$ cat src/hw/rtl/stpg_pkg.sv
// Shared types, constants and angle table for the scan-to-grid pipeline.
`default_nettype none

package stpg_pkg;

	localparam int CORDIC_STEPS = 16;
	localparam int XW = 36;
	localparam int ZW = 18;
	localparam int RW = 30;
	localparam int QW = 12;
	localparam int SCALE_SHIFT = 17;
	localparam int MAX_IMAGE = 1024;
	localparam int MAX_BEAMS = 4096;

	localparam logic [15:0] INV_GAIN = 16'd39797;
	localparam logic signed [ZW-1:0] Z_QUARTER = ZW'(16384);
	localparam logic signed [ZW-1:0] Z_HALF = ZW'(32768);
	localparam logic [10:0] SIZE_LIMIT = 11'(MAX_IMAGE);

	localparam logic [2:0] REG_START_ANGLE = 3'd0;
	localparam logic [2:0] REG_ANGLE_STEP = 3'd1;
	localparam logic [2:0] REG_ROTATION_OFFSET = 3'd2;
	localparam logic [2:0] REG_MIN_RANGE = 3'd3;
	localparam logic [2:0] REG_MAX_RANGE = 3'd4;
	localparam logic [2:0] REG_IMAGE_SIZE = 3'd5;

	localparam logic signed [ZW-1:0] ATAN [CORDIC_STEPS] = '{
		ZW'(8192), ZW'(4836), ZW'(2555), ZW'(1297), ZW'(651), ZW'(326), ZW'(163), ZW'(81),
		ZW'(41), ZW'(20), ZW'(10), ZW'(5), ZW'(3), ZW'(1), ZW'(1), ZW'(0)
	};

	typedef struct packed {
		logic [15:0] range_sample;
		logic [11:0] beam_index;
	} in_t;

	typedef struct packed {
		logic       hit;
		logic [9:0] pixel_x;
		logic [9:0] pixel_y;
	} out_t;

	typedef struct packed {
		logic signed [XW-1:0] x;
		logic signed [XW-1:0] y;
		logic signed [ZW-1:0] z;
		logic                 ok;
	} cordic_t;

	typedef struct packed {
		logic [RW-1:0] rem_x;
		logic [RW-1:0] rem_y;
		logic [QW-1:0] q_x;
		logic [QW-1:0] q_y;
		logic          neg_x;
		logic          neg_y;
		logic          ok;
	} div_t;

endpackage

`default_nettype wire

$ cat src/hw/rtl/stpg_scale.sv
// Scale stage: magnitude times image size, ready for division by the range limit.
`default_nettype none

module stpg_scale (
	input  wire logic              clk,
	input  wire logic              arst_n,
	input  wire logic              in_valid,
	input  wire stpg_pkg::cordic_t in_data,
	output logic                   take,
	input  wire logic [10:0]       size,
	output logic                   valid,
	output stpg_pkg::div_t         data,
	input  wire logic              take_next
);
	import stpg_pkg::*;

	logic          valid_q;
	div_t          data_q;
	div_t          nxt;
	logic [XW-2:0] mag_x;
	logic [XW-2:0] mag_y;
	logic [XW+9:0] prod_x;
	logic [XW+9:0] prod_y;
	logic signed [XW-1:0] neg_x;
	logic signed [XW-1:0] neg_y;

	assign take = !valid_q || take_next;

	always_comb begin
		neg_x = -in_data.x;
		neg_y = -in_data.y;
		mag_x = in_data.x[XW-1] ? neg_x[XW-2:0] : in_data.x[XW-2:0];
		mag_y = in_data.y[XW-1] ? neg_y[XW-2:0] : in_data.y[XW-2:0];
		prod_x = (XW+10)'(mag_x) * (XW+10)'(size);
		prod_y = (XW+10)'(mag_y) * (XW+10)'(size);
		nxt.rem_x = RW'(prod_x >> SCALE_SHIFT);
		nxt.rem_y = RW'(prod_y >> SCALE_SHIFT);
		nxt.q_x = '0;
		nxt.q_y = '0;
		nxt.neg_x = in_data.x[XW-1];
		nxt.neg_y = in_data.y[XW-1];
		nxt.ok = in_data.ok;
	end

	always_ff @(posedge clk or negedge arst_n) begin
		if (!arst_n) begin
			valid_q <= 1'b0;
		end else if (take) begin
			valid_q <= in_valid;
		end
	end

	always_ff @(posedge clk) begin
		if (take) data_q <= nxt;
	end

	assign valid = valid_q;
	assign data = data_q;

endmodule

`default_nettype wire

$ cat config.mk
export PLATFORM = sky130hd
export DESIGN_NAME = stpg_scale
export DESIGN_NICKNAME = d
export VERILOG_FILES = /design/src/hw/rtl/stpg_pkg.sv /design/src/hw/rtl/stpg_scale.sv
export SDC_FILE = /design/constraint.sdc
export NUM_CORES = 2
export LEC_CHECK = 0
export ABC_AREA = 1
export BUFFER_PORTS_ARGS = -buffer_cell sky130_fd_sc_hd__buf_2
export CAP_MARGIN = 20
export CORE_ASPECT_RATIO = 0.9
export CORE_MARGIN = 2
export CORE_UTILIZATION = 54
export CTS_BUF_LIST = sky130_fd_sc_hd__clkbuf_8
export DETAILED_ROUTE_END_ITERATION = 7
export GPL_ROUTABILITY_DRIVEN = 1
export GPL_TIMING_DRIVEN = 0
export HOLD_SLACK_MARGIN = 0.08
export PLACE_DENSITY = 0.75
export SYNTH_ARGS = -nofsm -noshare
export SYNTH_HDL_FRONTEND = slang
export SYNTH_SLANG_ARGS = --single-unit
$ cat constraint.sdc
create_clock -name clk -period 4.11 [get_ports clk]
set_input_delay 0.6165 -clock clk [delete_from_list [all_inputs] [get_ports clk]]
set_output_delay 0.6165 -clock clk [all_outputs]
set_load 0.02 [all_outputs]
==> impl_metrics.tcl <==
set metrics [dict create \
    status "finished, violations left" \
    violations "setup timing" \
    synthSimpleGateAreaFrac_pct 24.8 \
    layout_setup_ws_ns -2.23 \
    cts_buffers 9 \
    synth_top_cells_by_area "fa_1 (41%), nand2_1 (11%), inv_1 (11%)" \
    place_hpwl_mm 86.5 \
    fin_crit_sh_pct 154 \
    layout_commonest_cell "inv_1" \
    final_hold_viol_count 0 \
    yosysTopAreaCell "fa_1" \
    cts.sinks 62 \
    async_flop_share_pct 1.61 \
    crit_required_ns 4.37 \
    r2r_cells 2 \
    endpoint_kind "flip-flop" \
    seq_area_frac_synth_pct 6.45 \
    vias_per_cell 5.67 \
    antenna_found_initial 1 \
    syn-instance-count 3820 \
    area_growth_pct 32.0 \
    crit_path_top_delay_cell "fa_2" \
    path_common_cell "inv_2" \
    relSlewSlack_pct 21.4 \
    hp-start "in_data[0]" \
    yosysWarnings 0 \
    gp_congestion 1.02 \
    reg2reg_from "valid" \
    synth_top_family_by_area "adder cells" \
    grt_pass1_wl_mm 164 \
    die-area_mm2 0.0552 \
    drt-total-wl_mm 110 \
    period_minus_slack_ns 6.34 \
    post_drt_wl_per_cell_um 22.1 \
    ys.flop_type "edfxtp_1" \
    io_pins 195 \
    fillers 4074 \
    holdCritPathClass "input pin to flip-flop" \
    fmax_ghz 0.158 \
    drc 0 \
    synthMuxAreaShare_pct 0 \
    synth_fa_ha_area_share_pct 48.1 \
    critPathMaxFanout 4 \
    setup_viol 58 \
    arrival_ns 6.59 \
    grt_pass1_vias 29400 \
    die_w_um 247 \
    worstSetupStartpoint "in_data[56]" \
    synth.distinct_cells 59 \
    core-area_mm2 0.0529 \
    cts_root_buffer "clkbuf_8" \
    start_util_pct 54.5 \
    grt_overflow 0 \
    drt-initial-drc-count 2428 \
    cts_tree "built" \
    synth_seq_cells 62 \
    diodes 0 \
    drv_slew 0 \
    drive_gt1_share_pct 34.6 \
    portBuffers 146 \
    dr.pass1.iters 6 \
    detail-route-antenna-nets 0 \
    pre_cts_ws_ns -3.64 \
    min_path_cells 1 \
    vias 28200 \
    startpoint_type "input pin" \
    clk_path_buf_depth 2 \
    synth_xor_area_share_pct 2.02 \
    rsz0062_at_grt "yes" \
    worstSetupPathType "input pin to flip-flop" \
    fin_worst_skew_ns 0.0461 \
    clk_latency_ns 0.48 \
    nNetsFinal 5137 \
    num_rows 80 \
    synth_edf_count 61 \
    slowest_delay_ns 0.60 \
    netlist.area_leader.share_pct 41.0 \
    regArea_mm2 0.00186 \
    multiInputGateArea_mm2 0.0278 \
    worst-slew-pin-transition_ns 1.18 \
    cts_max_level 3 \
    cap_violations 0 \
    grt.total_usage_pct 40.0 \
    die_h_um 223 \
    grt_max_degree 33 \
    syn_area_per_cell_um2 7.54 \
    mostFrequentLayoutCells "inv_1 (671), nand2_1 (633), fa_1 (528), nor2_1 (365), buf_4 (239)" \
    clkTransAtPathRegs_ns 0.07 \
    syn-cell-area_mm2 0.0288 \
    synth-compound-area-share_pct 5.52 \
]
[worst max-delay path, delay by kind of cell]
kind	cells	cell delay, ns
buffers and inverters	13	1.02
and+or+nand+nor	12	1.35
adders and majority gates	7	2.97
AOI/OAI and AO/OA	1	0.18
xor gates and xnor gates	2	0.45
[routing by layer]
| metal | vias to the layer above | routed length (um) | share of wire, % | track usage [%] |
|---|---|---|---|---|
| met3 | 501 | 10000 | 9.1 | 7.73 |
| met5 | - | 0 | 0 | 0 |
| li1 | 12300 | - | - | - |
| met4 | 0 | 9900 | 9.0 | 28.3 |
| met2 | 1601 | 51300 | 47 | 65.3 |
| met1 | 13900 | 38600 | 35 | 47.4 |
[cells in the mapped netlist (9+ instances only)]
master,number
a21boi_0,9
a21o_1,16
a21oi_1,106
a31oi_1,20
buf_4,26
clkbuf_1,78
edfxtp_1,61
fa_1,590
ha_1,164
inv_1,820
inv_2,22
nand2_1,840
nand2_2,20
nand3_1,177
nand4_1,22
nor2_1,511
nor2_2,26
nor3_1,38
nor4_1,10
o21a_1,11
o21ai_0,57
o21bai_1,24
or2_1,12
xnor2_1,13
xor2_1,48
[state kept, by name (all words and copies together), names as in the netlist]
signal / flops
data: 61
valid: 1
[per-stage QoR]
stage | area, um^2 | hold WS, ns | cells | utilization [%] | TNS [ns]
finish | 38000 | 0.363 | 4978 | 71.9 | -113.72
global route | 38000 | 0.368 | 4978 | 71.9 | -123.38
CTS | 36100 | 0.350 | 4901 | 68.3 | -101.98
detailed placement | 31600 | 0.392 | 4689 | 59.8 | -163.35
global placement | 31600 | 0.391 | 4688 | 59.8 | -163.91
floorplan | 30000 | 0.321 | 3845 | - | -87.17
[path summary, 6_finish.rpt]
check	end	slack, ns
setup / recovery	data[78]	-2.23
hold / removal	data[0]	0.36
setup reg to reg	data[39]	2.69
hold reg to reg	valid	0.82
max in group asynchronous	valid	3.54
min in group asynchronous	valid	0.49
[area by class of cell]
| cell class | count | share of cell area (%) |
|---|---|---|
| Clock inverter | 6 | 0.204 |
| Buffer | 119 | 1.72 |
| Multi-Input combinational cell | 2814 | 73.3 |
| Timing Repair Buffer | 422 | 8.55 |
| Clock buffer | 9 | 0.326 |
| Inverter | 849 | 8.76 |
| Tap cell | 697 | 2.29 |
| Sequential cell | 62 | 4.89 |
[cell families (layout without fill, tap and decap cells)]
kind of cell | Yosys count | in the layout
AO/OA/AOI/OAI | 268 | 268
XOR/XNOR | 64 | 64
adder cells (fa/ha/maj) | 754 | 754
buffers and inverters | 969 | 1405
flip-flops | 62 | 62
other | 1 | 26
AND/OR/NAND/NOR | 1702 | 1702
[timing repair]
| action | in CTS | in global routing |
|---|---|---|
| buffers inserted | 197 | 80 |
| resized for setup | 745 | 352 |
| hold buffers | 1 | 0 |
| setup endpoints to repair | 58 | 58 |
| pin swaps | 344 | 271 |
| endpoints found under the hold margin | 1 | 0 |
Power is left out: the tool's default activity adds up to more than one toggle a clock period on the data nets, which glitch-free logic cannot reach.
