### src/hw/rtl/stpg_pkg.sv
// Shared types, constants and angle table for the scan-to-grid pipeline.
`default_nettype none

package stpg_pkg;

	localparam int CORDIC_STEPS = 16;
	localparam int XW = 36;
	localparam int ZW = 18;
	localparam int RW = 30;
	localparam int QW = 12;
	localparam int SCALE_SHIFT = 17;
	localparam int MAX_IMAGE = 1024;
	localparam int MAX_BEAMS = 4096;

	localparam logic [15:0] INV_GAIN = 16'd39797;
	localparam logic signed [ZW-1:0] Z_QUARTER = ZW'(16384);
	localparam logic signed [ZW-1:0] Z_HALF = ZW'(32768);
	localparam logic [10:0] SIZE_LIMIT = 11'(MAX_IMAGE);

	localparam logic [2:0] REG_START_ANGLE = 3'd0;
	localparam logic [2:0] REG_ANGLE_STEP = 3'd1;
	localparam logic [2:0] REG_ROTATION_OFFSET = 3'd2;
	localparam logic [2:0] REG_MIN_RANGE = 3'd3;
	localparam logic [2:0] REG_MAX_RANGE = 3'd4;
	localparam logic [2:0] REG_IMAGE_SIZE = 3'd5;

	localparam logic signed [ZW-1:0] ATAN [CORDIC_STEPS] = '{
		ZW'(8192), ZW'(4836), ZW'(2555), ZW'(1297), ZW'(651), ZW'(326), ZW'(163), ZW'(81),
		ZW'(41), ZW'(20), ZW'(10), ZW'(5), ZW'(3), ZW'(1), ZW'(1), ZW'(0)
	};

	typedef struct packed {
		logic [15:0] range_sample;
		logic [11:0] beam_index;
	} in_t;

	typedef struct packed {
		logic       hit;
		logic [9:0] pixel_x;
		logic [9:0] pixel_y;
	} out_t;

	typedef struct packed {
		logic signed [XW-1:0] x;
		logic signed [XW-1:0] y;
		logic signed [ZW-1:0] z;
		logic                 ok;
	} cordic_t;

	typedef struct packed {
		logic [RW-1:0] rem_x;
		logic [RW-1:0] rem_y;
		logic [QW-1:0] q_x;
		logic [QW-1:0] q_y;
		logic          neg_x;
		logic          neg_y;
		logic          ok;
	} div_t;

endpackage

`default_nettype wire

### src/hw/rtl/stpg_front.sv
// Front stages: beam angle, range check, gain prescale and half-turn pre-rotation.
`default_nettype none

module stpg_front (
	input  wire logic             clk,
	input  wire logic             arst_n,
	input  wire logic             in_valid,
	input  wire stpg_pkg::in_t    in_data,
	output logic                  take,
	input  wire logic [15:0]      start_angle,
	input  wire logic [15:0]      angle_step,
	input  wire logic [15:0]      rotation_offset,
	input  wire logic [15:0]      min_range,
	input  wire logic [15:0]      range_limit,
	output logic                  valid,
	output stpg_pkg::cordic_t     data,
	input  wire logic             take_next
);
	import stpg_pkg::*;

	logic               valid_s1;
	logic [15:0]        angle_s1;
	logic [31:0]        x0_s1;
	logic               ok_s1;
	logic               valid_s2;
	cordic_t            data_s2;
	logic               take_s1;
	logic               take_s2;
	logic [27:0]        prod;
	logic [15:0]        angle;
	logic signed [ZW-1:0] z_in;
	logic signed [XW-1:0] x_pos;
	logic               flip;
	cordic_t            pre;

	assign take_s2 = !valid_s2 || take_next;
	assign take_s1 = !valid_s1 || take_s2;
	assign take = take_s1;

	assign prod = 28'(in_data.beam_index) * 28'(angle_step);
	assign angle = start_angle + prod[15:0] + rotation_offset;

	always_comb begin
		z_in = {{(ZW-16){angle_s1[15]}}, angle_s1};
		x_pos = {{(XW-32){1'b0}}, x0_s1};
		flip = (z_in > Z_QUARTER) || (z_in < -Z_QUARTER);
		pre.ok = ok_s1;
		pre.y = '0;
		if (flip) begin
			pre.x = -x_pos;
			pre.z = (z_in > 0) ? z_in - Z_HALF : z_in + Z_HALF;
		end else begin
			pre.x = x_pos;
			pre.z = z_in;
		end
	end

	always_ff @(posedge clk or negedge arst_n) begin
		if (!arst_n) begin
			valid_s1 <= 1'b0;
			valid_s2 <= 1'b0;
		end else begin
			if (take_s1) valid_s1 <= in_valid;
			if (take_s2) valid_s2 <= valid_s1;
		end
	end

	always_ff @(posedge clk) begin
		if (take_s1) begin
			angle_s1 <= angle;
			x0_s1 <= 32'(in_data.range_sample) * 32'(INV_GAIN);
			ok_s1 <= (in_data.range_sample > min_range) &&
				(in_data.range_sample < range_limit);
		end
		if (take_s2) begin
			data_s2 <= pre;
		end
	end

	assign valid = valid_s2;
	assign data = data_s2;

endmodule

`default_nettype wire

### config.mk
export PLATFORM = sky130hd
export DESIGN_NAME = stpg_front
export DESIGN_NICKNAME = d
export VERILOG_FILES = /design/src/hw/rtl/stpg_pkg.sv /design/src/hw/rtl/stpg_front.sv
export SDC_FILE = /design/constraint.sdc
export NUM_CORES = 1
export LEC_CHECK = 0
export BUFFER_PORTS_ARGS = -buffer_cell sky130_fd_sc_hd__buf_2
export CORE_UTILIZATION = 65
export DETAILED_ROUTE_END_ITERATION = 7
export GPL_ROUTABILITY_DRIVEN = 0
export HOLD_SLACK_MARGIN = 0.05
export PLACE_DENSITY = 0.89
export SLEW_MARGIN = 20
export SYNTH_ARGS = -nofsm -noshare
export SYNTH_HDL_FRONTEND = slang
export SYNTH_SLANG_ARGS = --single-unit
export TNS_END_PERCENT = 100
### constraint.sdc
create_clock -name clk -period 5.18 [get_ports clk]
set_input_delay 0.259 -clock clk [delete_from_list [all_inputs] [get_ports clk]]
set_output_delay 0.259 -clock clk [all_outputs]
set_load 0.005 [all_outputs]
==> run_results.csv <==
group,metric,value,unit
synth,dominantRegCellSynth,"edfxtp_1",
synth,yosysMostFrequentCell,"inv_1",
sta,period_needed,5.645,ns
sta,fmax,177.1,MHz
sta,rsz0062_at_grt,"true",
setup_path,cpPeakStageDelay,0.68,ns
sta,tns,-5.243,ns
synth,seq_area_frac_synth,21.59,%
hold_path,hp-class,"in -> reg",
global_routing,grt_start_max_net_pins,56,
clock_network,cts.sinks,105,
setup_path,path_buf_inv,7,
sta,finalHoldViolations,0,
sta,relSlewSlack,50.07,%
job,maxCapViolCount,0,
setup_path,worst-endpoint-required,5.30,ns
final_layout,final-seq-area,3143,um2
setup_path,worstPathCellList,"buf_8, clkinvlp_4, fa_1, fa_1, inv_2, fa_1, inv_2, fa_1, inv_2, fa_1, inv_2, fa_1, inv_2, ha_4, o211ai_1, nor2_1, o21ai_1, o211ai_1, a21o_1, nand3_1, and3b_1, xnor2_1",
setup_path,cp_top_family,"adder cells",
setup_path,cp_max_fo,5,
synth,ys_types,59,
routing,drtIter0Drc,938,
global_routing,grt.busiest_layer,"met2",
synth,synth.yosys.warnings,0,
setup_path,critical_path.endpoint_type,"flip-flop",
synth,synthesis.instances,1431,
synth,syn_area_per_cell,10.17,um2
clock_network,clk_path_buf_depth,2,
setup_path,crit_type,"in -> reg",
routing,ant_nets,0,
floorplan,boundaryPins,205,
routing,firstDrtPassIters,7,
synth,synth.area.top_cells,"fa_1 28%, edfxtp_1 21%, ha_1 17%",
global_routing,grt_pass1_wl,57.36,mm
global_routing,grt_pass1_vias,12048,
sta,fin_crit_sh,109.0,%
routing,vias_per_cell,5.843,
floorplan,rows,54,
floorplan,core,21890,um2
global_routing,track_usage,32.71,%
final_layout,drive_above_1_share,23.83,%
global_routing,overflow,0,
setup_path,critPathArrivalTime,5.76,ns
routing,drc_errors,0,
floorplan,initial_utilization,66.51,%
final_layout,antenna_cells,0,
routing,vias,11761,
clock_network,ctsRootBufferMaster,"clkbuf_16",
outcome,status,"complete, but fails checks",
floorplan,fp.dieH,151.7,um
global_routing,grt_use_met1,37.93,%
final_layout,multiInputGateArea,10190,um2
placement,io_buffer_count,168,
sta,worst_pin_slew,0.7489,ns
final_layout,area_growth_syn_to_layout,19.02,%
synth,syn_area,14560,um2
sta,setup_violations,22,
synth,synth_edf_count,103,
sta,setup_slack,-0.4651,ns
synth,yosys.area.top_type_share,28.46,%
outcome,violations,"setup timing",
synth,synth-async-reset-ratio,1.905,%
clock_network,path_clk_slew,0.08,ns
setup_path,cp_slowest_cell,"fa_1",
synth,yosysTopAreaCell,"fa_1",
floorplan,die_x,151.7,um
routing,wl_per_cell,20.45,um
floorplan,dieArea,23000,um2
final_layout,fillers,1134,
setup_path,start_kind,"primary input",
clock_network,numCtsBuffers,9,
final_layout,nets,2246,
clock_network,cts_tree,"built",
clock_network,clock_latency,0.36,ns
global_routing,gr-usage-met3,6.557,%
routing,postRouteWirelength,41.16,mm
sta,fin_skew,0.01204,ns
placement,hpwl,28.26,mm
clock_network,htreeDepth,3,
synth,synth-seq-cells,105,
global_routing,grt_util_met2,56.52,%
setup_path,cpMostUsedCell,"fa_1",
global_routing,antenna_found_initial,0,
synth,synth_common_cells,"366 x inv_1, 207 x fa_1, 199 x ha_1",
sta,slew_violations,0,
placed cells by master, fill, tap and decap left out, types with 18 or more instances in the layout:
cell	instances
inv_1	347
fa_1	205
ha_1	187
buf_2	160
buf_4	137
edfxtp_1	103
nand2_1	99
xnor2_1	64
and2_1	45
a21oi_1	37
conb_1	36
nor2_1	29
xor2_1	26
o21ai_0	21
a21o_1	18
final timing paths:
check	from	end	slack, ns	depth (start not counted)
worst min register to register	ok_s1	data[0]	0.43	0
max in group asynchronous	arst_n	valid	4.85	2
worst max-delay path	in_data[20]	x0_s1[23]	-0.47	22
worst min-delay path	in_valid	valid_s1	0.12	2
min in group asynchronous	arst_n	valid_s1	0.23	2
worst max register to register	angle_s1[0]	data[78]	2.18	8
metal layers:
layer,up-vias,part of all wire [%],routed length (um)
met3,284,9.4,3855
met1,5620,34,14180
li1,5030,-,-
met2,825,48,19940
met4,2,7.7,3160
met5,-,0.061,25
metrics by stage:
stage	util, %	cells	instance area [um2]	hold slack [ns]	worst slack [ns]
2_1_floorplan	-	1466	14860	-0.03659	-0.1102
3_3_place_gp	75.63	1977	16560	0.04531	-0.3018
3_5_place_dp	75.63	1977	16560	0.04781	-0.5119
4_1_cts	77.80	2004	17030	0.1275	0.003104
5_1_grt	79.16	2013	17330	0.1248	-0.5195
6_report	79.16	2013	17330	0.1237	-0.4651
cell type report:
cell class                      instances  share of cell area, %
Clock buffer                            9                  1.300
Clock inverter                          7                 0.3827
Inverter                              366                  7.971
Multi-Input combinational cell        938                  58.80
Sequential cell                       105                  18.14
Tap cell                              280                  2.022
Timing Repair Buffer                  308                  11.39
what timing repair did:
action                     4_1_cts  5_1_grt
hold buffers                     1        0
buffers inserted                10       10
setup endpoints to repair       16       22
hold endpoints to repair         2        0
pin swaps                       29       41
gates resized for setup         32       51
flip-flops by register name, indices dropped and copies added (netlist names):
signal / cells
angle_s1: 16
data: 54
ok_s1: 1
valid: 1
valid_s1: 1
x0_s1: 32
kinds of logic (layout without fill, tap and decap cells):
kind of cell	count (synthesis)	count (layout)	share of synthesized area, %
adder cells (fa/ha/maj)	406	406	45.56
other	1	36	0.02576
flip-flops	105	105	21.59
buffers and inverters	423	690	11.87
AO/OA/AOI/OAI	150	150	6.677
XOR/XNOR	91	91	5.474
AND/OR/NAND/NOR	255	255	8.808
worst reg2reg max path, stage by stage, from the launching register on:
cell and delay (ns):
edfxtp_1 0.42, nor4_1 0.44, nand4_1 0.28, nand3_1 0.20
o21a_1 0.57, nor2_1 0.19, a21oi_2 0.26, o21ai_0 0.18
xor2_1 0.21
Power is left out: the tool's default activity adds up to more than one toggle a clock period on the data nets, which glitch-free logic cannot reach.
