**src/hw/rtl/stpg_pkg.sv**
```systemverilog
// Shared types, constants and angle table for the scan-to-grid pipeline.
`default_nettype none

package stpg_pkg;

	localparam int CORDIC_STEPS = 16;
	localparam int XW = 36;
	localparam int ZW = 18;
	localparam int RW = 30;
	localparam int QW = 12;
	localparam int SCALE_SHIFT = 17;
	localparam int MAX_IMAGE = 1024;
	localparam int MAX_BEAMS = 4096;

	localparam logic [15:0] INV_GAIN = 16'd39797;
	localparam logic signed [ZW-1:0] Z_QUARTER = ZW'(16384);
	localparam logic signed [ZW-1:0] Z_HALF = ZW'(32768);
	localparam logic [10:0] SIZE_LIMIT = 11'(MAX_IMAGE);

	localparam logic [2:0] REG_START_ANGLE = 3'd0;
	localparam logic [2:0] REG_ANGLE_STEP = 3'd1;
	localparam logic [2:0] REG_ROTATION_OFFSET = 3'd2;
	localparam logic [2:0] REG_MIN_RANGE = 3'd3;
	localparam logic [2:0] REG_MAX_RANGE = 3'd4;
	localparam logic [2:0] REG_IMAGE_SIZE = 3'd5;

	localparam logic signed [ZW-1:0] ATAN [CORDIC_STEPS] = '{
		ZW'(8192), ZW'(4836), ZW'(2555), ZW'(1297), ZW'(651), ZW'(326), ZW'(163), ZW'(81),
		ZW'(41), ZW'(20), ZW'(10), ZW'(5), ZW'(3), ZW'(1), ZW'(1), ZW'(0)
	};

	typedef struct packed {
		logic [15:0] range_sample;
		logic [11:0] beam_index;
	} in_t;

	typedef struct packed {
		logic       hit;
		logic [9:0] pixel_x;
		logic [9:0] pixel_y;
	} out_t;

	typedef struct packed {
		logic signed [XW-1:0] x;
		logic signed [XW-1:0] y;
		logic signed [ZW-1:0] z;
		logic                 ok;
	} cordic_t;

	typedef struct packed {
		logic [RW-1:0] rem_x;
		logic [RW-1:0] rem_y;
		logic [QW-1:0] q_x;
		logic [QW-1:0] q_y;
		logic          neg_x;
		logic          neg_y;
		logic          ok;
	} div_t;

endpackage

`default_nettype wire

```
**src/hw/rtl/stpg_div_cell.sv**
```systemverilog
// One restoring-division cell: resolves one quotient bit for both coordinates.
`default_nettype none

module stpg_div_cell #(
	parameter int BIT = 0
) (
	input  wire logic           clk,
	input  wire logic           arst_n,
	input  wire logic           in_valid,
	input  wire stpg_pkg::div_t in_data,
	output logic                take,
	input  wire logic [15:0]    range_limit,
	output logic                valid,
	output stpg_pkg::div_t      data,
	input  wire logic           take_next
);
	import stpg_pkg::*;

	logic          valid_q;
	div_t          data_q;
	div_t          nxt;
	logic [RW-1:0] sub;

	assign take = !valid_q || take_next;
	assign sub = RW'(range_limit) << BIT;

	always_comb begin
		nxt = in_data;
		if (in_data.rem_x >= sub) begin
			nxt.rem_x = in_data.rem_x - sub;
			nxt.q_x[BIT] = 1'b1;
		end
		if (in_data.rem_y >= sub) begin
			nxt.rem_y = in_data.rem_y - sub;
			nxt.q_y[BIT] = 1'b1;
		end
	end

	always_ff @(posedge clk or negedge arst_n) begin
		if (!arst_n) begin
			valid_q <= 1'b0;
		end else if (take) begin
			valid_q <= in_valid;
		end
	end

	always_ff @(posedge clk) begin
		if (take) data_q <= nxt;
	end

	assign valid = valid_q;
	assign data = data_q;

endmodule

`default_nettype wire

```
**config.mk**
```make
export PLATFORM = sky130hd
export DESIGN_NAME = stpg_div_cell
export DESIGN_NICKNAME = d
export VERILOG_FILES = /design/src/hw/rtl/stpg_pkg.sv /design/src/hw/rtl/stpg_div_cell.sv
export SDC_FILE = /design/constraint.sdc
export NUM_CORES = 1
export LEC_CHECK = 0
export BUFFER_PORTS_ARGS = -buffer_cell sky130_fd_sc_hd__buf_2
export CAP_MARGIN = 20
export CORE_MARGIN = 4
export CORE_UTILIZATION = 45
export DETAILED_ROUTE_END_ITERATION = 8
export HOLD_SLACK_MARGIN = 0.15
export PLACE_DENSITY = 0.79
export RECOVER_POWER = 100
export SLEW_MARGIN = 0
export SYNTH_ARGS = -nofsm -noshare
export SYNTH_HDL_FRONTEND = slang
export SYNTH_SLANG_ARGS = --single-unit
export TNS_END_PERCENT = 5
```
**constraint.sdc**
```tcl
create_clock -name clk -period 3.5 [get_ports clk]
set_clock_uncertainty 0.2 [all_clocks]
set_input_delay 0.175 -clock clk [delete_from_list [all_inputs] [get_ports clk]]
set_output_delay 0.175 -clock clk [all_outputs]
set_load 0.02 [all_outputs]
```
==> run_summary.xml <==
<?xml version="1.0" encoding="UTF-8"?>
<metrics>
  <group name="global_route">
    <metric name="grt_util_all_layers" unit="">0.240</metric>
    <metric name="maximum_number_of_pins_on_one_net_before_global_route_repair" unit="">62</metric>
    <metric name="antenna_found_initial" unit="">0</metric>
    <metric name="vias_in_the_first_global_route" unit="">5263</metric>
    <metric name="wire_length_of_the_first_global_routing_pass" unit="µm">25500</metric>
    <metric name="grt_overflow_total" unit="">0</metric>
  </group>
  <group name="sta">
    <metric name="grt_setup_unrepaired" unit="">yes</metric>
    <metric name="finalCritPeriodShare" unit="">0.990</metric>
    <metric name="max-slew-margin-rel" unit="">0.0939</metric>
    <metric name="hold_viol_final" unit="">0</metric>
    <metric name="report.final.setup_viol" unit="">0</metric>
    <metric name="clock.fmax" unit="MHz">288</metric>
    <metric name="setup_ws" unit="ps">33.3</metric>
    <metric name="timing_max_transition_violations_final" unit="">0</metric>
    <metric name="finalCriticalPeriod" unit="ps">3470</metric>
    <metric name="final_total_negative_setup_slack" unit="ps">0</metric>
    <metric name="worst-slew-pin-transition" unit="ps">1360</metric>
  </group>
  <group name="critical_path">
    <metric name="crit_path_start_kind" unit="">input port</metric>
    <metric name="max_stage_delay" unit="ps">580</metric>
    <metric name="critPathBufInv" unit="">4</metric>
    <metric name="path_max_fanout" unit="">9</metric>
    <metric name="worst_setup_path_end_kind" unit="">register</metric>
    <metric name="cp_slowest_cell" unit="">sky130_fd_sc_hd__dlygate4sd3_1</metric>
    <metric name="cp_top_family" unit="">buffers and inverters</metric>
    <metric name="timing.critical_path.cells" unit="">dlygate4sd3_1 -&gt; buf_2 -&gt; ha_1 -&gt; nand4_1 -&gt; nor2_1 -&gt; a311oi_2 -&gt; o2111ai_4 -&gt; buf_4 -&gt; nand4_1 -&gt; xnor2_1 -&gt; dlygate4sd3_1</metric>
    <metric name="worst_ep_required_time" unit="ps">3400</metric>
    <metric name="cp_data_arrival_time" unit="ps">3360</metric>
    <metric name="critPathKind" unit="">input port to register</metric>
  </group>
  <group name="yosys">
    <metric name="synth_sequential_area_ratio" unit="">0.493</metric>
    <metric name="post_synth_edffs" unit="">87</metric>
    <metric name="netlist_top_cells_area" unit="">sky130_fd_sc_hd__edfxtp_1 49%, sky130_fd_sc_hd__ha_1 7.5%, sky130_fd_sc_hd__xnor2_1 5.4%, sky130_fd_sc_hd__a21oi_1 4.1%, sky130_fd_sc_hd__nor2_1 3.5%</metric>
    <metric name="synth.largest_area_cell" unit="">sky130_fd_sc_hd__edfxtp_1</metric>
    <metric name="postSynth.topFlopCell" unit="">sky130_fd_sc_hd__edfxtp_1</metric>
    <metric name="syn-mean-instance-area" unit="µm²">11.0</metric>
    <metric name="synth_fp_nets" unit="">629</metric>
    <metric name="synthesis.yosys.warnings" unit="">0</metric>
    <metric name="netlist_instances" unit="">488</metric>
    <metric name="synth_area" unit="µm²">5350</metric>
    <metric name="netlist-cell-type-count" unit="">58</metric>
    <metric name="yosysTopAreaCellShare" unit="">0.488</metric>
    <metric name="synth_top_cells_by_count" unit="">87 x sky130_fd_sc_hd__edfxtp_1, 50 x sky130_fd_sc_hd__nor2_1, 44 x sky130_fd_sc_hd__a21oi_1</metric>
    <metric name="most_common_cell_in_the_netlist" unit="">sky130_fd_sc_hd__edfxtp_1</metric>
    <metric name="async_flop_share" unit="">0.0114</metric>
    <metric name="synth.ff_latch_count" unit="">88</metric>
  </group>
  <group name="detailed_routing">
    <metric name="postRouteWirelength" unit="µm">16500</metric>
    <metric name="wl_met1" unit="µm">6670</metric>
    <metric name="wire_per_inst" unit="µm">17.6</metric>
    <metric name="drt_iter0_drc" unit="">351</metric>
    <metric name="drt-vias-per-instance" unit="">5.45</metric>
    <metric name="ant_nets" unit="">0</metric>
    <metric name="route.met2.wl" unit="µm">8170</metric>
    <metric name="drc" unit="">0</metric>
    <metric name="dr.pass1.iters" unit="">5</metric>
    <metric name="topRoutingLayerUsed" unit="">met4</metric>
    <metric name="num_vias" unit="">5131</metric>
    <metric name="wl_met3" unit="µm">1110</metric>
  </group>
  <group name="pwr">
    <metric name="power_density" unit="nW/µm²">414</metric>
    <metric name="design_power_total" unit="mW">3.22</metric>
    <metric name="p_leak" unit="nW">3.15</metric>
    <metric name="vdd_ir_drop_max" unit="mV">0.217</metric>
  </group>
  <group name="floorplan">
    <metric name="die_width" unit="µm">117</metric>
    <metric name="row_count" unit="">39</metric>
    <metric name="floorplan.die.height" unit="µm">117</metric>
    <metric name="start_util" unit="">0.465</metric>
    <metric name="core_region_area" unit="µm²">11500</metric>
    <metric name="ioPinCount" unit="">196</metric>
    <metric name="die_area" unit="µm²">13700</metric>
  </group>
  <group name="place">
    <metric name="hpwl" unit="µm">11400</metric>
    <metric name="dp_worst_setup_slack" unit="ps">301</metric>
    <metric name="io_buffers" unit="">195</metric>
    <metric name="placer_congestion" unit="">0.921</metric>
  </group>
  <group name="clock_network">
    <metric name="cts_num_sinks" unit="">88</metric>
    <metric name="root_driver" unit="">sky130_fd_sc_hd__clkbuf_16</metric>
    <metric name="tritoncts" unit="">done</metric>
    <metric name="num_cts_buffers" unit="">9</metric>
    <metric name="cts_max_level" unit="">3</metric>
    <metric name="insertion_delay" unit="ps">340</metric>
    <metric name="max_clock_buf_depth" unit="">2</metric>
    <metric name="cts.reportedPaths.clkPinSlew" unit="ps">70</metric>
  </group>
  <group name="layout">
    <metric name="flow.area_growth_from_synthesis" unit="%">45.3</metric>
    <metric name="nets" unit="">935</metric>
    <metric name="antennaDiodeCount" unit="">0</metric>
    <metric name="fraction_of_layout_instances_using_a_drive_strength_above_1" unit="">0.210</metric>
    <metric name="final.fill_count" unit="">919</metric>
  </group>
  <group name="run">
    <metric name="max-cap-violations" unit="">0</metric>
  </group>
  <group name="status">
    <metric name="run_status" unit="">finished clean</metric>
  </group>
  <group name="min_path">
    <metric name="min_path_type" unit="">input port to register</metric>
  </group>
</metrics>
registers in the layout (all words and copies together) (netlist names):
name   count
data      87
valid      1
layout by cell type (no fill, tap or decap), types with 5 or more instances in the layout:
cell type                         n
sky130_fd_sc_hd__and3_1           5
sky130_fd_sc_hd__o21ai_0         20
sky130_fd_sc_hd__clkbuf_16        9
sky130_fd_sc_hd__ha_1            30
sky130_fd_sc_hd__nor2_1          48
sky130_fd_sc_hd__nand4_1          8
sky130_fd_sc_hd__mux2_2          10
sky130_fd_sc_hd__buf_2          104
sky130_fd_sc_hd__clkbuf_1        90
sky130_fd_sc_hd__nand3_1         17
sky130_fd_sc_hd__inv_1           32
sky130_fd_sc_hd__o21bai_1         6
sky130_fd_sc_hd__buf_4            5
sky130_fd_sc_hd__dlygate4sd3_1  105
sky130_fd_sc_hd__nand2_1         23
sky130_fd_sc_hd__edfxtp_1        87
sky130_fd_sc_hd__o21a_1           5
sky130_fd_sc_hd__nor3_1          17
sky130_fd_sc_hd__a21oi_1         44
sky130_fd_sc_hd__xor2_1          17
sky130_fd_sc_hd__a21o_1           6
sky130_fd_sc_hd__xnor2_1         33
area by class of cell:
type | instances | area, µm² | share of cell area
Sequential cell | 88 | 2640 | 0.339
Clock inverter | 6 | 51.3 | 0.00660
Clock buffer | 10 | 239 | 0.0308
Timing Repair Buffer | 306 | 1960 | 0.252
Multi-Input combinational cell | 357 | 2580 | 0.333
Tap cell | 143 | 179 | 0.0230
Inverter | 32 | 120 | 0.0155
cells by family after synthesis:
group                    count (synthesis)  share of synthesized area
adder cells (fa/ha/maj)                 34                     0.0823
XOR/XNOR                                50                     0.0819
multiplexers                            10                     0.0210
AND/OR/NAND/NOR                        149                      0.143
buffers and inverters                   43                     0.0337
flip-flops                              88                      0.493
AO/OA/AOI/OAI                          114                      0.145
per-stage QoR:
step           utilization  instances  instance area (µm²)  hold WS [ps]
2_1_floorplan            -        488                 5350          -321
4_1_cts              0.680        940                 7840           152
5_1_grt              0.675        942                 7770           174
3_5_place_dp         0.564        819                 6490          -245
6_report             0.675        942                 7770           165
3_3_place_gp         0.564        819                 6490          -251
routing by layer:
metal / global-route usage / vias to the layer above
met3: 0.0375 / 56
met4: 0.105 / 0
met1: 0.296 / 2394
met2: 0.416 / 246
li1: - / 2435
met5: 0 / -
repair_timing:
item,in CTS,in global routing
endpoints found under the setup margin,0,16
buffers inserted,0,2
resized for setup,0,14
hold buffers,105,0
endpoints found under the hold margin,89,0
worst min-delay path, stage by stage:
cell and delay (ps):
sky130_fd_sc_hd__buf_2 130, sky130_fd_sc_hd__fa_1 170, sky130_fd_sc_hd__mux2_2 130
where the power goes:
group	total (mW)	leakage, nW	internal [mW]	switching, mW
clock	0.953	0.145	0.512	0.440
sequential	1.35	0.880	1.31	0.0376
combinational	0.914	2.12	0.369	0.545
total	3.22	3.15	2.19	1.02
final timing paths:
kind	from	to	slack, ps	cells after the start
setup / recovery	in_data[63]	data[83]	30	11
max in group asynchronous	arst_n	valid	2540	3
setup reg to reg	valid	data[13]	650	2
hold reg to reg	valid	valid	1190	2
hold / removal	in_data[58]	data[58]	170	3
min in group asynchronous	arst_n	valid	460	3
Power figures use the tool's default switching activity.
