**config.mk**
```make
export PLATFORM = sky130hd
export DESIGN_NAME = stpg_cordic_cell
export DESIGN_NICKNAME = d
export VERILOG_FILES = /design/src/hw/rtl/stpg_pkg.sv /design/src/hw/rtl/stpg_cordic_cell.sv
export SDC_FILE = /design/constraint.sdc
export NUM_CORES = 1
export LEC_CHECK = 0
export BUFFER_PORTS_ARGS = -buffer_cell sky130_fd_sc_hd__buf_2
export CORE_AREA = 2 2 137 139
export DETAILED_ROUTE_END_ITERATION = 12
export DIE_AREA = 0 0 139 141
export PLACE_DENSITY = 0.87
export SLEW_MARGIN = 20
export SYNTH_ARGS = -nofsm -noshare
export SYNTH_HDL_FRONTEND = slang
export SYNTH_SLANG_ARGS = --single-unit
```
**constraint.sdc**
```tcl
create_clock -name clk -period 3.11 [get_ports clk]
set_clock_uncertainty 0.2 [all_clocks]
set_input_delay 0.311 -clock clk [delete_from_list [all_inputs] [get_ports clk]]
set_output_delay 0.311 -clock clk [all_outputs]
set_load 0.1 [all_outputs]
```
**src/hw/rtl/stpg_pkg.sv**
```systemverilog
// Shared types, constants and angle table for the scan-to-grid pipeline.
`default_nettype none

package stpg_pkg;

	localparam int CORDIC_STEPS = 16;
	localparam int XW = 36;
	localparam int ZW = 18;
	localparam int RW = 30;
	localparam int QW = 12;
	localparam int SCALE_SHIFT = 17;
	localparam int MAX_IMAGE = 1024;
	localparam int MAX_BEAMS = 4096;

	localparam logic [15:0] INV_GAIN = 16'd39797;
	localparam logic signed [ZW-1:0] Z_QUARTER = ZW'(16384);
	localparam logic signed [ZW-1:0] Z_HALF = ZW'(32768);
	localparam logic [10:0] SIZE_LIMIT = 11'(MAX_IMAGE);

	localparam logic [2:0] REG_START_ANGLE = 3'd0;
	localparam logic [2:0] REG_ANGLE_STEP = 3'd1;
	localparam logic [2:0] REG_ROTATION_OFFSET = 3'd2;
	localparam logic [2:0] REG_MIN_RANGE = 3'd3;
	localparam logic [2:0] REG_MAX_RANGE = 3'd4;
	localparam logic [2:0] REG_IMAGE_SIZE = 3'd5;

	localparam logic signed [ZW-1:0] ATAN [CORDIC_STEPS] = '{
		ZW'(8192), ZW'(4836), ZW'(2555), ZW'(1297), ZW'(651), ZW'(326), ZW'(163), ZW'(81),
		ZW'(41), ZW'(20), ZW'(10), ZW'(5), ZW'(3), ZW'(1), ZW'(1), ZW'(0)
	};

	typedef struct packed {
		logic [15:0] range_sample;
		logic [11:0] beam_index;
	} in_t;

	typedef struct packed {
		logic       hit;
		logic [9:0] pixel_x;
		logic [9:0] pixel_y;
	} out_t;

	typedef struct packed {
		logic signed [XW-1:0] x;
		logic signed [XW-1:0] y;
		logic signed [ZW-1:0] z;
		logic                 ok;
	} cordic_t;

	typedef struct packed {
		logic [RW-1:0] rem_x;
		logic [RW-1:0] rem_y;
		logic [QW-1:0] q_x;
		logic [QW-1:0] q_y;
		logic          neg_x;
		logic          neg_y;
		logic          ok;
	} div_t;

endpackage

`default_nettype wire

```
**src/hw/rtl/stpg_cordic_cell.sv**
```systemverilog
// One CORDIC rotation cell with its own stage register.
`default_nettype none

module stpg_cordic_cell #(
	parameter int STEP = 0
) (
	input  wire logic              clk,
	input  wire logic              arst_n,
	input  wire logic              in_valid,
	input  wire stpg_pkg::cordic_t in_data,
	output logic                   take,
	output logic                   valid,
	output stpg_pkg::cordic_t      data,
	input  wire logic              take_next
);
	import stpg_pkg::*;

	logic    valid_q;
	cordic_t data_q;
	cordic_t nxt;
	logic signed [XW-1:0] dx;
	logic signed [XW-1:0] dy;

	assign take = !valid_q || take_next;
	assign dx = in_data.y >>> STEP;
	assign dy = in_data.x >>> STEP;

	always_comb begin
		nxt.ok = in_data.ok;
		if (!in_data.z[ZW-1]) begin
			nxt.x = in_data.x - dx;
			nxt.y = in_data.y + dy;
			nxt.z = in_data.z - ATAN[STEP];
		end else begin
			nxt.x = in_data.x + dx;
			nxt.y = in_data.y - dy;
			nxt.z = in_data.z + ATAN[STEP];
		end
	end

	always_ff @(posedge clk or negedge arst_n) begin
		if (!arst_n) begin
			valid_q <= 1'b0;
		end else if (take) begin
			valid_q <= in_valid;
		end
	end

	always_ff @(posedge clk) begin
		if (take) data_q <= nxt;
	end

	assign valid = valid_q;
	assign data = data_q;

endmodule

`default_nettype wire

```
==> results.ini, run 1 <==
[synthesis]
synthTopCellsByCount = a21oi_1 (123), inv_1 (111), ha_1 (108)
async_flop_share_pct = 1.10
seq_area_frac_synth_pct = 29.3
avgSynthCellArea_um2 = 8.39
synth_top_area_share_pct = 29.0
ys_types = 67
syn_inst = 1109
yosysMostFrequentCell = a21oi_1
ys_ff_latch = 91
synthTopCellsByArea = edfxtp_1 (29%), ha_1 (15%), a21oi_1 (6.6%)
synth-edff-count = 90
syn_nets = 1316
syn_area_um2 = 9310
ys.flop_type = edfxtp_1
yosysTopAreaCell = edfxtp_1
synth_warnings = 0

[sta]
relSlewSlack_pct = 52.2
fin_crit_sh_pct = 99.9
fmax_mhz = 322
worst_slack_ps = 1.61
hold_slack_ps = 31.3
rsz0062_at_grt = true
slew_violations = 0
hold_viol_final = 0
tns_ps = 0
fin_crit_ps = 3110
setup_viol = 0
tightest_slew_ps = 709

[placed_design]
placed_area_um2 = 12300
hpwl_mm = 26.3
dp_cells = 1744
pre_cts_slack_ps = -460
gp_congestion = 1.01
portBuffers = 187

[clock_network]
htree_levels = 3
cts.path.max_buffers = 2
cts_tree = built
clock-sinks = 91
cts-root-buf = clkbuf_16
cts_buffers = 9
clk_pin_slew_ps = 70
clk_latency_ps = 360

[setup_path]
critPathArrivalTime_ps = 3010
critPathMaxFanout = 6
path_buf_inv = 7
cpMostUsedCell = buf_4
reg2reg_depth = 2
worst-path-stages = 16
worstSetupEndpointType = flop
worstReg2RegStart = valid$_DFFE_PN0P_
slowest_stage = a2111oi_4
path_class = input port to flop
critical_path.cell_chain = buf_2 -> inv_1 -> ha_1 -> buf_4 -> inv_1 -> a2111oi_4 -> buf_4 -> a211oi_2 -> a21oi_1 -> buf_4 -> a311oi_2 -> nor3_2 -> buf_4 -> o21a_1 -> a2bb2oi_1 -> xor2_1
startpoint_type = input port
crit_family = compound AO/OA/AOI/OAI gates
startpoint = in_data[23]
required_ps = 3010
critical-path-max-stage-delay_ps = 380
crit_end = data[54]$_DFFE_PP_
reg2reg_to = data[34]$_DFFE_PP_
rrSetupSlack_ps = 1520

[cells_and_area]
syn_to_final_growth_pct = 39.3
utilization_pct = 71.0
fin_area_um2 = 13000
nets = 1748
fill_cells = 1442
instances_no_fill = 1780
diodes = 0
drive_gt1_share_pct = 32.6

[job]
drv_cap = 0

[power]
finalPower_mw = 6.65
p_leak_nw = 6.21
pwr_density_cell_nw_per_um2 = 513
ir_worst_vdd_mv = 0.543

[floorplanning]
die_w_um = 139
die_area_um2 = 19600
core_um2 = 18300
rows = 50
io_pins = 188
start_util_pct = 51.0
die_h_um = 141

[detailed_routing]
via_per_inst = 5.88
firstDrtPassIters = 6
dr.first_iter.drc_count = 1170
finalWirelength_mm = 33.7
drcViolationCount = 0
wl_per_cell_um = 18.9
num_vias = 10461
postRouteAntennaNets = 0

[grt]
grt_pass1_vias = 10084
antenna_found_initial = 0
grt_util_all_layers_pct = 32.8
grt_max_degree = 53
grt-ovfl-total = 0
grt_pass1_wl_mm = 51.6

[run_status]
outcome = complete, no violations

[worst_hold_path]
hold_class = input port to flop

-- area by class of cell --
cell class	count	area [µm²]	share of cell area, %
multi-input cells	856	6090	47.0
clock buffers	10	229	1.77
clock inverters	6	72.6	0.560
flip-flops and latches	91	2730	21.0
inverters	113	424	3.27
repair buffers	470	3130	24.1
well taps	234	293	2.26
-- state kept, by name (all words and copies together), names as in the netlist --
signal  cells
valid       1
data       90
-- timing repair --
action | 4_1_cts | 5_1_grt
hold buffers | 16 | 0
resized for setup | 5 | 24
endpoints found under the setup margin | 6 | 29
pin swaps | 0 | 7
setup buffers | 0 | 4
hold endpoints to repair | 16 | 0
cloned | 0 | 0
-- layer usage --
layer  share of wire (%)  global-route usage [%]
met3                 9.5                    6.11
met2                  46                    54.4
met4                 4.0                    11.7
met1                  41                    43.2
met5                   0                       0
-- kinds of logic after synthesis --
logic type,count (synthesis),synth area share (%)
AO/OA/AOI/OAI,371,25.6
XOR/XNOR,69,6.49
adder cells (fa/ha/maj),112,15.4
buffers and inverters,162,6.65
flip-flops,91,29.3
multiplexers,14,1.51
AND/OR/NAND/NOR,290,15.0
-- how the worst min path moves through the flow --
| stage | from | end | slack (ps) | depth (start not counted) |
|---|---|---|---|---|
| floorplan | arst_n | valid$_DFFE_PN0P_ | -180 | 0 |
| global placement | arst_n | valid$_DFFE_PN0P_ | -110 | 1 |
| detailed placement | arst_n | valid$_DFFE_PN0P_ | -110 | 1 |
| CTS | in_data[14] | data[14]$_DFFE_PP_ | 30 | 2 |
| global route | in_data[14] | data[14]$_DFFE_PP_ | 50 | 2 |
| finish | in_data[14] | data[14]$_DFFE_PP_ | 30 | 2 |
-- worst reg2reg max path, stage by stage, from the launching register on --
cell	delay, ps
dfrtp_1	410
nand2b_4	240
buf_4	400
-- cells in the final DEF, fill, tap and decap left out, types with 22 or more instances in the layout --
master      n
buf_2     187
nor2_1    103
edfxtp_1   90
inv_1     111
o21ai_0    64
o21bai_1   25
a21o_1     28
buf_4     265
nand2_1    63
a21oi_1   119
nor3_1     22
ha_1      105
xnor2_1    57
-- where the power goes --
part / total (mW) / internal [mW] / leakage [nW] / switching (mW)
Combinational: 3.75 / 1.05 / 5.15 / 2.71
Sequential: 1.69 / 1.63 / 0.916 / 0.0629
Clock: 1.21 / 0.634 / 0.137 / 0.574
Total: 6.65 / 3.31 / 6.21 / 3.35
No activity file was read; power rests on OpenSTA's default activity.
==> run 2: changes to the inputs <==
BUFFER_PORTS_ARGS = -buffer_cell sky130_fd_sc_hd__clkbuf_2   (was -buffer_cell sky130_fd_sc_hd__buf_2)
==> run 2 against run 1 <==
Against the previous run:
- die area stayed put
- first-iteration DRC count is 2.6% lower
- register-to-register slack worse by 130 ps
- sequential power hardly changed
- fmax is 0.77% higher
- count of clock-buffer cells in the layout stayed put
==> results.ini, run 2 (same netlist as run 1, synthesis figures left out) <==
[run_status]
outcome = complete, no violations

[detailed_routing]
dr.first_iter.drc_count = 1140  ; -2.6%
drcViolationCount = 0  ; unchanged
num_vias = 10327  ; -1.3%
postRouteAntennaNets = 0  ; unchanged
wl_per_cell_um = 18.6  ; -1.6%
finalWirelength_mm = 33.1  ; -1.7%
via_per_inst = 5.81  ; -1.2%
firstDrtPassIters = 6  ; unchanged

[sta]
slew_violations = 0  ; unchanged
fmax_mhz = 324  ; +0.77%
setup_viol = 0  ; unchanged
worst_slack_ps = 25.4  ; +23.8 ps
hold_viol_final = 0  ; unchanged
relSlewSlack_pct = 56.4  ; +4.2 points
fin_crit_ps = 3080  ; -23.8 ps
fin_crit_sh_pct = 99.2  ; -0.76 points
tightest_slew_ps = 654  ; -55.0 ps

[cells_and_area]
syn_to_final_growth_pct = 39.3  ; about the same
layout_common_cells = buf_4 (264), clkbuf_2 (187), a21oi_1 (121)
utilization_pct = 71.0  ; about the same
fill_cells = 1410  ; -2.2%
drive_gt1_share_pct = 32.5  ; -0.087 points
final_common_cell = buf_4
nets = 1746  ; -0.11%
diodes = 0  ; unchanged
largest_reg_flops = 90  ; unchanged
multi_input_area_um2 = 6120  ; +0.43%
final-seq-area_um2 = 2730  ; unchanged

[power]
pwr_density_cell_nw_per_um2 = 509  ; -0.79%
ir_worst_vdd_mv = 0.434  ; -20%
p_leak_nw = 6.25  ; +0.74%

[setup_path]
startpoint_type = input port
critPathMaxFanout = 5  ; -1
worstSetupEndpointType = flop
required_ps = 3010  ; about the same
path_class = input port to flop
critPathArrivalTime_ps = 2990  ; -20 ps

[placed_design]
pre_cts_slack_ps = -463  ; -2.35 ps
gp_congestion = 0.998  ; -1.3%
portBuffers = 187  ; unchanged
hpwl_mm = 26.3  ; +0.16%

[grt]
grt_pass1_wl_mm = 50.8  ; -1.7%
grt_pass1_vias = 10039  ; -0.45%
grt-ovfl-total = 0  ; unchanged
grt_util_all_layers_pct = 32.2  ; -0.58 points
grt_max_degree = 66  ; +25%
antenna_found_initial = 0  ; unchanged

[floorplanning]
io_pins = 188  ; unchanged
die_w_um = 139  ; unchanged
start_util_pct = 51.0  ; unchanged
die_h_um = 141  ; unchanged
rows = 50  ; unchanged
die_area_um2 = 19600  ; unchanged
core_um2 = 18300  ; unchanged

[clock_network]
cts.path.max_buffers = 2  ; unchanged
cts-root-buf = clkbuf_16
clock-sinks = 91  ; unchanged
clk_pin_slew_ps = 70  ; about the same
clk_latency_ps = 360  ; about the same
htree_levels = 3  ; unchanged
cts_buffers = 9  ; unchanged
cts_tree = built

[worst_hold_path]
hold_class = input port to asynchronous set/reset pin

[job]
drv_cap = 0  ; unchanged

[run 2: cell count changes in the layout (fill, tap and decap cells not counted), moves of 2 or more]
| cell | before | now |
|---|---|---|
| a21oi_1 | 119 | 121 |
| buf_2 | 187 | 0 |
| ha_4 | 0 | 3 |
| a211oi_2 | 7 | 5 |
| ha_2 | 3 | 1 |
| o21ai_0 | 64 | 66 |
| clkbuf_2 | 0 | 187 |
| o21ai_1 | 4 | 1 |
| a211oi_1 | 15 | 17 |
[run 2: worst max-delay path, cell delays in order]
cell and delay (ps):
clkbuf_2 100, inv_1 50, ha_2 380, nand3_1 200, a21oi_2 200, nor3b_2 70
o21ai_0 210, buf_4 160, o31ai_1 60, buf_4 160, a21o_4 240, nor4_1 420
buf_4 180, o32ai_1 100, xnor2_1 130
[run 2: cell type report]
type,count,share of cell area (%)
timing repair buffer,468,23.9
clock buffer,10,1.77
clock inverter,6,0.550
tap,234,2.26
inverter,113,3.27
multi-input combinational,856,47.2
sequential,91,21.0
[run 2: through the flow]
step | power [mW] | hold slack, ps | cell area (µm²) | TNS [ps] | std cells
after floorplan | 4.29 | -185 | 9320 | 0 | 1109
after global placement | 5.29 | -115 | 12300 | -8080 | 1745
after detailed placement | 5.34 | -113 | 12300 | -10760 | 1745
after CTS | 6.52 | 35.3 | 12800 | 0 | 1777
after global routing | 6.82 | 49.4 | 13000 | -66.1 | 1778
final | 6.60 | 45.9 | 13000 | 0 | 1778
[run 2: report_power, final]
| group | internal (mW) | switching, mW | total, mW |
|---|---|---|---|
| Sequential | 1.63 | 0.0699 | 1.70 |
| Combinational | 1.03 | 2.70 | 3.73 |
| Clock | 0.632 | 0.537 | 1.17 |
| Total | 3.29 | 3.31 | 6.60 |
[run 2: worst paths after layout]
kind,from,end,slack (ps),cells after the start
worst max register to register,valid$_DFFE_PN0P_,data[39]$_DFFE_PP_,1390,2
worst min-delay path,arst_n,valid$_DFFE_PN0P_,50,2
max in group asynchronous,arst_n,valid$_DFFE_PN0P_,2570,2
min in group clk,in_data[14],data[14]$_DFFE_PP_,50,2
worst min register to register,valid$_DFFE_PN0P_,valid$_DFFE_PN0P_,640,2
worst max-delay path,in_data[23],data[90]$_DFFE_PP_,30,15
[run 2: what timing repair did]
item / 4_1_cts / 5_1_grt
endpoints found under the setup margin: 10 / 23
setup buffers: 0 / 1
gates cloned: 0 / 0
hold endpoints to repair: 16 / 0
hold buffers: 16 / 0
pin swaps: 1 / 5
resized for setup: 5 / 25
[run 2: layer usage]
metal	global-route usage (%)	share of wire (%)	vias up
met4	9.52	2.6	0
met2	55.1	48	530
met1	42.2	42	4883
met5	0	0	-
met3	5.37	7.9	73
li1	-	-	4841
==> run 3: changes to the inputs <==
GPL_TIMING_DRIVEN = 0   (was default)
==> run 3 against run 2 <==
Against the previous run:
- first-iteration DRC count down 5.0%
- sequential share of layout area up 2.6 points
- wire length down 1.8%
- final area down 11%
- critical path depth down 6
- non-clock buffer count down 209
- hold slack worse by 12 ps
- critical path type unchanged
- largest power group unchanged
- highest routed layer unchanged
==> results.ini, run 3 (same netlist as run 1, synthesis figures left out) <==
[clock_network]
cts-root-buf = clkbuf_16
clk_latency_ps = 360  ; about the same
cts.path.max_buffers = 2  ; unchanged
htree_levels = 3  ; unchanged
clk_pin_slew_ps = 70  ; about the same
clock-sinks = 91  ; unchanged
cts_tree = built
cts_buffers = 9  ; unchanged

[power]
p_leak_nw = 5.15  ; -18%
finalPower_mw = 6.24  ; -5.4%
ir_worst_vdd_mv = 0.443  ; +2.2%
pwr_density_cell_nw_per_um2 = 542  ; +6.5%

[sta]
slew_violations = 0  ; unchanged
fin_crit_ps = 3070  ; -12.1 ps
tightest_slew_ps = 1010  ; +355 ps
relSlewSlack_pct = 32.7  ; -24 points
setup_viol = 0  ; unchanged
hold_viol_final = 0  ; unchanged
fmax_mhz = 325  ; +0.39%
rsz0062_at_grt = true
fin_crit_sh_pct = 98.8  ; -0.39 points

[cells_and_area]
syn_to_final_growth_pct = 23.8
multi_input_area_um2 = 6390  ; +4.4%
nets = 1537  ; -12%
layout_common_cells = clkbuf_2 (193), a21oi_1 (118), inv_1 (109)
drive_gt1_share_pct = 23.4  ; -9.1 points
fill_cells = 1594  ; +13%
fin_area_um2 = 11500  ; -11%
largest_reg_flops = 90  ; unchanged
instances_no_fill = 1569  ; -12%
diodes = 0  ; unchanged
final-seq-area_um2 = 2730  ; unchanged
utilization_pct = 63.1  ; -7.9 points
final_common_cell = clkbuf_2

[setup_path]
path_class = input port to flop
required_ps = 3030  ; +20 ps
worstSetupEndpointType = flop
critPathMaxFanout = 13  ; +8
critPathArrivalTime_ps = 3000  ; about the same
startpoint_type = input port

[placed_design]
placed_area_um2 = 10600  ; -14%
portBuffers = 186  ; -0.53%
hpwl_mm = 24.5  ; -6.8%
dp_cells = 1530  ; -12%
gp_congestion = 1.01  ; +1.6%

[grt]
grt_pass1_wl_mm = 49.6  ; -2.2%
grt_pass1_vias = 9156  ; -8.8%
grt_max_degree = 57  ; -14%
grt_util_all_layers_pct = 31.9  ; -0.36 points
antenna_found_initial = 0  ; unchanged
grt-ovfl-total = 0  ; unchanged

[floorplanning]
io_pins = 188  ; unchanged
rows = 50  ; unchanged
die_h_um = 141  ; unchanged
die_w_um = 139  ; unchanged
die_area_um2 = 19600  ; unchanged
core_um2 = 18300  ; unchanged
start_util_pct = 51.0  ; unchanged

[job]
drv_cap = 0  ; unchanged

[worst_hold_path]
hold_class = input port to flop

[detailed_routing]
postRouteAntennaNets = 0  ; unchanged
dr.first_iter.drc_count = 1083  ; -5.0%
via_per_inst = 6.17  ; +6.2%
drcViolationCount = 0  ; unchanged
wl_per_cell_um = 20.7  ; +11%
num_vias = 9677  ; -6.3%
firstDrtPassIters = 5  ; -1
finalWirelength_mm = 32.5  ; -1.8%

[run_status]
outcome = complete, no violations

## run 3: area by class of cell
cell class / instances / area share, %
multi-input cells: 856 / 55.5
inverters: 113 / 3.71
plain buffers: 46 / 1.77
flip-flops and latches: 91 / 23.7
repair buffers: 213 / 10.4
clock buffers: 10 / 1.99
clock inverters: 6 / 0.413
well taps: 234 / 2.54
## run 3: path summary, 6_finish.rpt
path,to,start,slack [ps],cells past startpoint
max in group asynchronous,valid$_DFFE_PN0P_,arst_n,2580,2
min in group asynchronous,valid$_DFFE_PN0P_,arst_n,50,2
hold reg to reg,valid$_DFFE_PN0P_,valid$_DFFE_PN0P_,720,2
setup reg to reg,data[80]$_DFFE_PP_,valid$_DFFE_PN0P_,1380,2
hold / removal,data[14]$_DFFE_PP_,in_data[14],30,2
setup / recovery,data[17]$_DFFE_PP_,in_data[18],40,9
## run 3: timing repair
action,4_1_cts,5_1_grt
buffers inserted,8,3
setup endpoints to repair,41,34
endpoints found under the hold margin,16,0
hold buffers,16,0
resized for setup,38,85
pin swaps,9,13
## run 3: report_power, final
group	internal, mW	switching, mW	total (mW)
Sequential	1.63	0.0606	1.69
Combinational	0.772	2.69	3.46
Clock	0.552	0.540	1.09
Total	2.95	3.29	6.24
## run 3: per-stage QoR
stage                     setup slack (ps)  hold slack [ps]  setup TNS, ps
final                                 37.5             34.3              0
after global routing                 -51.5             52.0           -211
after CTS                            -24.0             30.5          -24.0
after detailed placement              -967             -113         -27860
after global placement                -942             -115         -25690
after floorplan                       62.0             -185              0
## run 3: critical path, stage by stage
cell	delay [ps]
clkbuf_1	240
inv_1	170
buf_2	270
clkbuf_1	680
clkbuf_2	550
ha_1	330
a21o_1	160
a21oi_1	190
xnor2_1	80
## run 3: per-layer routing
metal	up-vias	share of wire (%)	GRT usage, %
met5	-	0	0
met4	0	4.0	13.5
met2	623	46	51.5
li1	4434	-	-
met3	104	9.2	4.65
met1	4516	41	43.0
